==> src/assert_macros.svh <==
// Assertion macros shared by the tag lexer RTL.
// No dependencies; included by modules that carry concurrent checks.
`ifndef ASSERT_MACROS_SVH
`define ASSERT_MACROS_SVH

// Same-cycle implication, disabled while reset is asserted.
`define XTL_ASSERT_IMPL(lbl, clk, rstn, pre, post) \
    lbl: assert property (@(posedge clk) disable iff (!rstn) (pre) |-> (post)) \
        else $error("assertion failed");

// Next-cycle implication, disabled while reset is asserted.
`define XTL_ASSERT_NEXT(lbl, clk, rstn, pre, post) \
    lbl: assert property (@(posedge clk) disable iff (!rstn) (pre) |=> (post)) \
        else $error("assertion failed");

`endif

==> src/xtl_pkg.sv <==
// Types and character constants for the XML tag line lexer.
// No dependencies; used by xtl_step, xml_tag_line_lexer_core and the testbench.
`default_nettype none

package xtl_pkg;

    typedef enum logic [3:0] {
        ST_IDLE    = 4'd0,
        ST_OPEN    = 4'd1,
        ST_SLASH1  = 4'd2,
        ST_NAME    = 4'd3,
        ST_GAP     = 4'd4,
        ST_ATTNAME = 4'd5,
        ST_EQ      = 4'd6,
        ST_VALUE   = 4'd7,
        ST_SLASH2  = 4'd8,
        ST_DONE    = 4'd9,
        ST_REJECT  = 4'd10
    } lex_state_t;

    typedef enum logic [2:0] {
        ROLE_SKIP = 3'd0,
        ROLE_NAME = 3'd1,
        ROLE_ATTN = 3'd2,
        ROLE_ATTV = 3'd3,
        ROLE_ATTC = 3'd4,
        ROLE_REJ  = 3'd5
    } role_t;

    typedef enum logic [1:0] {
        KIND_START = 2'd0,
        KIND_END   = 2'd1,
        KIND_SELF  = 2'd2
    } kind_t;

    localparam logic [7:0] CH_LT    = 8'h3C;
    localparam logic [7:0] CH_SLASH = 8'h2F;
    localparam logic [7:0] CH_GT    = 8'h3E;
    localparam logic [7:0] CH_EQ    = 8'h3D;
    localparam logic [7:0] CH_SPACE = 8'h20;
    localparam logic [7:0] CH_DQ    = 8'h22;
    localparam logic [7:0] CH_SQ    = 8'h27;

    typedef struct packed {
        lex_state_t  st;
        logic [7:0]  quote;
        kind_t       kind;
    } lex_ctx_t;

    typedef struct packed {
        role_t       role;
        logic [7:0]  echo;
        logic        line_done;
        logic        tag_ok;
        kind_t       tag_kind;
    } lex_res_t;

    localparam lex_ctx_t CTX_RESET = '{st: ST_IDLE, quote: 8'h00, kind: KIND_START};

endpackage

`default_nettype wire

==> src/xml_tag_line_lexer_core.sv <==
// Top level of the XML tag line lexer: input register, step logic, result register.
// Depends on xtl_pkg, xtl_step and assert_macros.svh.
`default_nettype none

// Lexes one line holding a single XML tag, one character word per cycle unless
// the result side stalls on m_ready. Every accepted word yields exactly one result
// word; an end-of-line word reports tag_ok and tag_kind and clears the lexer
// context. An accepted word is held in the input register; once the result
// register is free or m_ready is high, the step logic's result is loaded into the
// result register, m_valid rises and the context is updated. The input register
// also lets one more word in while a result is stalled on m_ready.
module xml_tag_line_lexer_core (
    input  wire        aclk,
    input  wire        aresetn,
    input  wire        s_valid,
    output logic       s_ready,
    input  wire        s_action,
    input  wire  [7:0] s_data_char,
    output logic       m_valid,
    input  wire        m_ready,
    output logic [2:0] m_char_role,
    output logic [7:0] m_echo_char,
    output logic       m_line_done,
    output logic       m_tag_ok,
    output logic [1:0] m_tag_kind
);

`include "assert_macros.svh"

    logic              in_valid_reg;
    logic              in_action_reg;
    logic [7:0]        in_char_reg;
    logic              out_valid_reg;
    xtl_pkg::lex_res_t out_res_reg;
    xtl_pkg::lex_ctx_t ctx_reg;
    xtl_pkg::lex_ctx_t ctx_next;
    xtl_pkg::lex_res_t res_next;
    logic              advance;

    // word moves from input register to result register
    assign advance = in_valid_reg && (!out_valid_reg || m_ready);
    assign s_ready = !in_valid_reg || advance;

    xtl_step u_step (
        .action    (in_action_reg),
        .data_char (in_char_reg),
        .ctx       (ctx_reg),
        .ctx_next  (ctx_next),
        .res       (res_next)
    );

    always_ff @(posedge aclk) begin
        if (!aresetn) begin
            in_valid_reg  <= 1'b0;
            out_valid_reg <= 1'b0;
            ctx_reg       <= xtl_pkg::CTX_RESET;
        end else begin
            if (s_valid && s_ready) begin
                in_valid_reg <= 1'b1;
            end else if (advance) begin
                in_valid_reg <= 1'b0;
            end
            if (advance) begin
                out_valid_reg <= 1'b1;
                ctx_reg       <= ctx_next;
            end else if (m_ready) begin
                out_valid_reg <= 1'b0;
            end
        end
    end

    always_ff @(posedge aclk) begin
        if (s_valid && s_ready) begin
            in_action_reg <= s_action;
            in_char_reg   <= s_data_char;
        end
        if (advance) begin
            out_res_reg <= res_next;
        end
    end

    assign m_valid     = out_valid_reg;
    assign m_char_role = out_res_reg.role;
    assign m_echo_char = out_res_reg.echo;
    assign m_line_done = out_res_reg.line_done;
    assign m_tag_ok    = out_res_reg.tag_ok;
    assign m_tag_kind  = out_res_reg.tag_kind;

    // end-of-line word always leaves the context at reset
    `XTL_ASSERT_NEXT(a_eol_clears, aclk, aresetn, advance && in_action_reg,
        ctx_reg == xtl_pkg::CTX_RESET)
    // result register and context stay in step: a reject result means rejected
    `XTL_ASSERT_IMPL(a_rej_ctx, aclk, aresetn,
        out_valid_reg && (out_res_reg.role == xtl_pkg::ROLE_REJ),
        ctx_reg.st == xtl_pkg::ST_REJECT)
    // closing quote returns to the attribute gap
    `XTL_ASSERT_IMPL(a_attc_ctx, aclk, aresetn,
        out_valid_reg && (out_res_reg.role == xtl_pkg::ROLE_ATTC),
        ctx_reg.st == xtl_pkg::ST_GAP)
    // line summary carries no character and no kind without a good tag
    `XTL_ASSERT_IMPL(a_eol_fields, aclk, aresetn, out_valid_reg && out_res_reg.line_done,
        (out_res_reg.role == xtl_pkg::ROLE_SKIP) && (out_res_reg.echo == 8'h00) &&
        (out_res_reg.tag_ok || (out_res_reg.tag_kind == xtl_pkg::KIND_START)))

endmodule

`default_nettype wire

==> src/xtl_step.sv <==
// Combinational lexer step: classifies one word against the current context.
// Depends on xtl_pkg.
`default_nettype none

module xtl_step (
    input  wire              action,
    input  wire  [7:0]       data_char,
    input  xtl_pkg::lex_ctx_t ctx,
    output xtl_pkg::lex_ctx_t ctx_next,
    output xtl_pkg::lex_res_t res
);

    logic is_space;
    logic is_slash;
    logic is_gt;

    assign is_space = (data_char == xtl_pkg::CH_SPACE);
    assign is_slash = (data_char == xtl_pkg::CH_SLASH);
    assign is_gt    = (data_char == xtl_pkg::CH_GT);

    always_comb begin
        ctx_next      = ctx;
        res.role      = xtl_pkg::ROLE_SKIP;
        res.echo      = data_char;
        res.line_done = 1'b0;
        res.tag_ok    = 1'b0;
        res.tag_kind  = xtl_pkg::KIND_START;

        if (action) begin
            // end of line: report and return to reset context
            res.echo      = 8'h00;
            res.line_done = 1'b1;
            res.tag_ok    = (ctx.st == xtl_pkg::ST_DONE);
            res.tag_kind  = (ctx.st == xtl_pkg::ST_DONE) ? ctx.kind : xtl_pkg::KIND_START;
            ctx_next      = xtl_pkg::CTX_RESET;
        end else begin
            case (ctx.st)
                xtl_pkg::ST_IDLE: begin
                    if (data_char == xtl_pkg::CH_LT) begin
                        ctx_next.st = xtl_pkg::ST_OPEN;
                    end else if (!is_space) begin
                        ctx_next.st = xtl_pkg::ST_REJECT;
                        res.role    = xtl_pkg::ROLE_REJ;
                    end
                end
                xtl_pkg::ST_OPEN: begin
                    if (is_slash) begin
                        ctx_next.kind = xtl_pkg::KIND_END;
                        ctx_next.st   = xtl_pkg::ST_SLASH1;
                    end else if (!is_space) begin
                        ctx_next.st = xtl_pkg::ST_NAME;
                        res.role    = xtl_pkg::ROLE_NAME;
                    end
                end
                xtl_pkg::ST_SLASH1: begin
                    if (!is_space) begin
                        ctx_next.st = xtl_pkg::ST_NAME;
                        res.role    = xtl_pkg::ROLE_NAME;
                    end
                end
                xtl_pkg::ST_NAME: begin
                    if (is_space) begin
                        ctx_next.st = xtl_pkg::ST_GAP;
                    end else if (is_slash) begin
                        ctx_next.kind = xtl_pkg::KIND_SELF;
                        ctx_next.st   = xtl_pkg::ST_SLASH2;
                    end else if (is_gt) begin
                        ctx_next.st = xtl_pkg::ST_DONE;
                    end else begin
                        res.role = xtl_pkg::ROLE_NAME;
                    end
                end
                xtl_pkg::ST_GAP: begin
                    if (is_slash) begin
                        ctx_next.kind = xtl_pkg::KIND_SELF;
                        ctx_next.st   = xtl_pkg::ST_SLASH2;
                    end else if (is_gt) begin
                        ctx_next.st = xtl_pkg::ST_DONE;
                    end else if (!is_space) begin
                        ctx_next.st = xtl_pkg::ST_ATTNAME;
                        res.role    = xtl_pkg::ROLE_ATTN;
                    end
                end
                xtl_pkg::ST_ATTNAME: begin
                    if (data_char == xtl_pkg::CH_EQ) begin
                        ctx_next.st = xtl_pkg::ST_EQ;
                    end else begin
                        res.role = xtl_pkg::ROLE_ATTN;
                    end
                end
                xtl_pkg::ST_EQ: begin
                    // anything but a quote is skipped here
                    if (data_char == xtl_pkg::CH_DQ || data_char == xtl_pkg::CH_SQ) begin
                        ctx_next.quote = data_char;
                        ctx_next.st    = xtl_pkg::ST_VALUE;
                    end
                end
                xtl_pkg::ST_VALUE: begin
                    if (data_char == ctx.quote) begin
                        ctx_next.st = xtl_pkg::ST_GAP;
                        res.role    = xtl_pkg::ROLE_ATTC;
                    end else begin
                        res.role = xtl_pkg::ROLE_ATTV;
                    end
                end
                xtl_pkg::ST_SLASH2: begin
                    if (is_gt) begin
                        ctx_next.st = xtl_pkg::ST_DONE;
                    end
                end
                xtl_pkg::ST_DONE: begin
                    // trailing text is skipped, line stays accepted
                end
                default: begin
                    ctx_next.st = xtl_pkg::ST_REJECT;
                    res.role    = xtl_pkg::ROLE_REJ;
                end
            endcase
        end
    end

endmodule

`default_nettype wire

==> config.mk <==
export PLATFORM = sky130hd
export DESIGN_NAME = xml_tag_line_lexer_core
export DESIGN_NICKNAME = d
export VERILOG_FILES = /design/src/xtl_pkg.sv /design/src/xml_tag_line_lexer_core.sv /design/src/xtl_step.sv
export VERILOG_INCLUDE_DIRS = /design/src /design/src/src
export SDC_FILE = /design/constraint.sdc
export NUM_CORES = 1
export LEC_CHECK = 0
export ABC_AREA = 1
export BUFFER_PORTS_ARGS = -buffer_cell sky130_fd_sc_hd__buf_2
export CAP_MARGIN = 0
export CELL_PAD_IN_SITES_DETAIL_PLACEMENT = 0
export CELL_PAD_IN_SITES_GLOBAL_PLACEMENT = 1
export CORE_MARGIN = 2
export CORE_UTILIZATION = 44
export DETAILED_ROUTE_END_ITERATION = 16
export PLACE_DENSITY_LB_ADDON = 0.15
export REMOVE_ABC_BUFFERS = 1
export SYNTH_ARGS = -nofsm -noshare
export SYNTH_HDL_FRONTEND = slang
export SYNTH_SLANG_ARGS = --single-unit
==> constraint.sdc <==
create_clock -name aclk -period 3.7 [get_ports aclk]
set_input_delay 0.37 -clock aclk [delete_from_list [all_inputs] [get_ports aclk]]
set_output_delay 0.37 -clock aclk [all_outputs]
set_load 0.02 [all_outputs]
==> summary.md <==
| Metric | Value |
|---|---|
| Met3 routed WL | `~280 µm` |
| TritonCTS clock tree | `done` |
| Worst EP required | `just under 4 ns` |
| Global-route usage over all layers | `0.1894` |
| Clk slew on worst S/H paths | `0.08 ns` |
| Synthesized area | `slightly above 2000 µm²` |
| Site Rows | `24` |
| Boundary Pins | `30` |
| Worst slew margin | `0.5525` |
| Initial core utilization | `0.4651` |
| Root buf cell | `clkbuf_8` |
| Vias in the first global route | `1,625` |
| Routed WL per cell | `approximately 13 µm` |
| Vias/cell | `a little under 5` |
| Die Area | `~5200 µm²` |
| # DRC | `0` |
| Syn. warnings | `0` |
| Uppermost layer routed | `met4` |
| Die Width | `~72 µm` |
| GRT overflow | `0` |
| Worst skew pair latency | `about 0.3 ns` |
| Fin nets | `between 300 and 400` |
| Critical path startpoint category | `flop` |
| Critical path type | `reg -> reg` |
| Crit end category | `flop` |
| Hold Crit Class | `in -> reg` |
| Fin crit share | `0.5177` |
| Final-report max-slew violation count | `0` |
| # fillers | `around 440` |
| Synth unique cells | `24` |
| Hold_buf cts | `0` |
| Vias post-DR | `roughly 1.7k` |
| Drt total wl | `about 4400 µm` |
| # setup viols final | `0` |
| Mapped Cells | `approximately 260` |
| Met2 wire len | `1981 µm` |
| Synth area leader | `edfxtp_1` |
| Yosys reg bits | `40` |
| First-pass GRT wire length | `7555 µm` |
| CP arrival | `between 2 and 2.5 ns` |
| Post-route antenna net violation count | `0` |
| Final Hold Fails | `0` |
| CP Max Fanout | `20` |
| Post-cts resize count | `0` |
| RSZ-0062 raised after global routing | `false` |
| Max_cap viols | `0` |
| Max reg flops | `14` |
| Drt initial violations | `95` |
| Cell area power density | `413.0 nW/µm²` |
| Syn Area/Cell | `~8 µm²` |
| P_leak | `1.040 nW` |
| Yosys top cell area share | `0.3510` |
| Sink Count | `40` |
| Antenna diode count | `0` |
| Core Box Area | `approximately 4400 µm²` |
| M1 wire length | `~2100 µm` |
| Peak supply drop | `0.0002457 V` |
| Skew final | `0.009945 ns` |
| Antenna violations before repair | `0` |
| Seq/Total Area, Yosys | `0.5070` |
| Run status | `completed` |
| Fin Setup TNS | `0 ns` |
| Final critical-path required period | `1.915 ns` |
| Dpl hpwl | `around 3400 µm` |
| Worst Tran Pin Value | `0.6706 ns` |
| Die Y | `72.31 µm` |
| Area Overhead vs Synth | `14.63%` |
| Total power | `972.1 µW` |
| Number of port buffers | `29` |
| Maximum clock frequency | `approximately 520 MHz` |
| Initial DRT Pass Iterations | `4` |
| Largest net degree at the start of global routing | `21` |
| Post-CTS Setup Bufs | `0` |
| Ranking of synthesized cells by area | `edfxtp_1 35%, dfxtp_1 16%, nand2_1 13%, nor2_1 8.2%, inv_1 4.4%` |
| H-tree lvl count | `2` |
| Layout cells sized above 1 | `0.2222` |
| Routability cong. | `~0.93` |
| Num CTS Buffers | `5` |
| Max Buffers Root-to-Sink | `2` |
## metal layers
| layer | up-vias | global-route usage |
|---|---|---|
| met5 | - | 0 |
| met4 | 0 | 0.07547 |
| met3 | 7 | 0.04861 |
| met2 | 58 | 0.2875 |
| met1 | 766 | 0.2589 |
| li1 | 902 | - |
## through the flow
stage | setup WS (ns) | hold slack [ns] | instance area, µm² | cells | util
2_1_floorplan | 2.205 | 0.4294 | 2027 | 260 | -
3_3_place_gp | 1.787 | 0.4469 | 2237 | 341 | 0.5068
3_5_place_dp | 1.757 | 0.4487 | 2237 | 341 | 0.5068
4_1_cts | 1.798 | 0.2303 | 2354 | 349 | 0.5332
5_1_grt | 1.592 | 0.2214 | 2354 | 349 | 0.5332
6_report | 1.785 | 0.2381 | 2354 | 349 | 0.5332
## synthesized netlist by cell type (all sizes together)
| library cell | instances |
|---|---|
| a31oi | 2 |
| nand2 | 77 |
| a211oi | 1 |
| clkinv | 2 |
| a21oi | 15 |
| inv | 35 |
| dfxtp | 16 |
| xnor2 | 3 |
| o21ai | 12 |
| nand4 | 4 |
| clkbuf | 1 |
| edfxtp | 24 |
| nor2 | 52 |
| nor3 | 7 |
| nand3 | 10 |
| buf | 2 |
## placed cells by master (no fill, tap or decap)
cell type	count
nand2_2	7
xnor2_1	3
nor2_1	45
dfxtp_1	16
nand2_1	69
nand2_4	1
a21oi_1	14
inv_2	11
bufinv_16	1
o21ai_0	8
inv_1	24
clkinv_4	2
a211oi_1	1
a21oi_2	1
nor3_1	7
a31oi_1	2
o21ai_1	4
nor2_4	3
edfxtp_1	24
nand4_1	4
nor2_2	4
buf_2	29
clkinv_1	2
nand3_1	8
clkbuf_8	5
nand3_2	2
## worst max-delay path: stages (launching register included)
cell      delay (ns)
edfxtp_1        0.78
inv_1           0.31
nand3_1         0.16
nor2_1          0.06
a21oi_2         0.11
nand3_2         0.10
nor2_4          0.11
nand2_1         0.06
a21oi_1         0.14
## logic make-up (layout without fill, tap and decap cells)
family,Yosys count,count (layout),share of synthesized area
compound gates,30,30,0.07740
xor+xnor,3,3,0.01280
buf+inv,40,74,0.08044
flops,40,40,0.5070
simple gates,150,150,0.3224
## power breakdown
group | internal [mW] | switching (mW) | leakage, nW | total, mW
combinational | 0.0338 | 0.0694 | 0.620 | 0.103
sequential | 0.494 | 0.0174 | 0.361 | 0.512
clock | 0.203 | 0.154 | 0.0583 | 0.357
total | 0.731 | 0.241 | 1.04 | 0.972
## area by class of cell
class	instances	area [µm²]	share of cell area
inverters	37	138.9	0.05901
flip-flops and latches	40	1041	0.4423
well taps	52	65.06	0.02764
clock buffers	5	68.82	0.02924
clock inverters	3	47.55	0.02020
multi-input cells	183	847.1	0.3599
repair buffers	29	145.1	0.06167
## final timing paths
kind	start	to	slack, ns	cells past startpoint
max	in_action_reg$_DFFE_PP_	ctx_reg[12]$_SDFFE_PN0P_	1.78	8
min	s_data_char[3]	in_char_reg[3]$_DFFE_PP_	0.24	1
max reg2reg	in_action_reg$_DFFE_PP_	ctx_reg[12]$_SDFFE_PN0P_	1.78	8
min reg2reg	ctx_reg[0]$_SDFFE_PN0P_	ctx_reg[0]$_SDFFE_PN0P_	0.46	2
(Power assumes the default switching activity.)
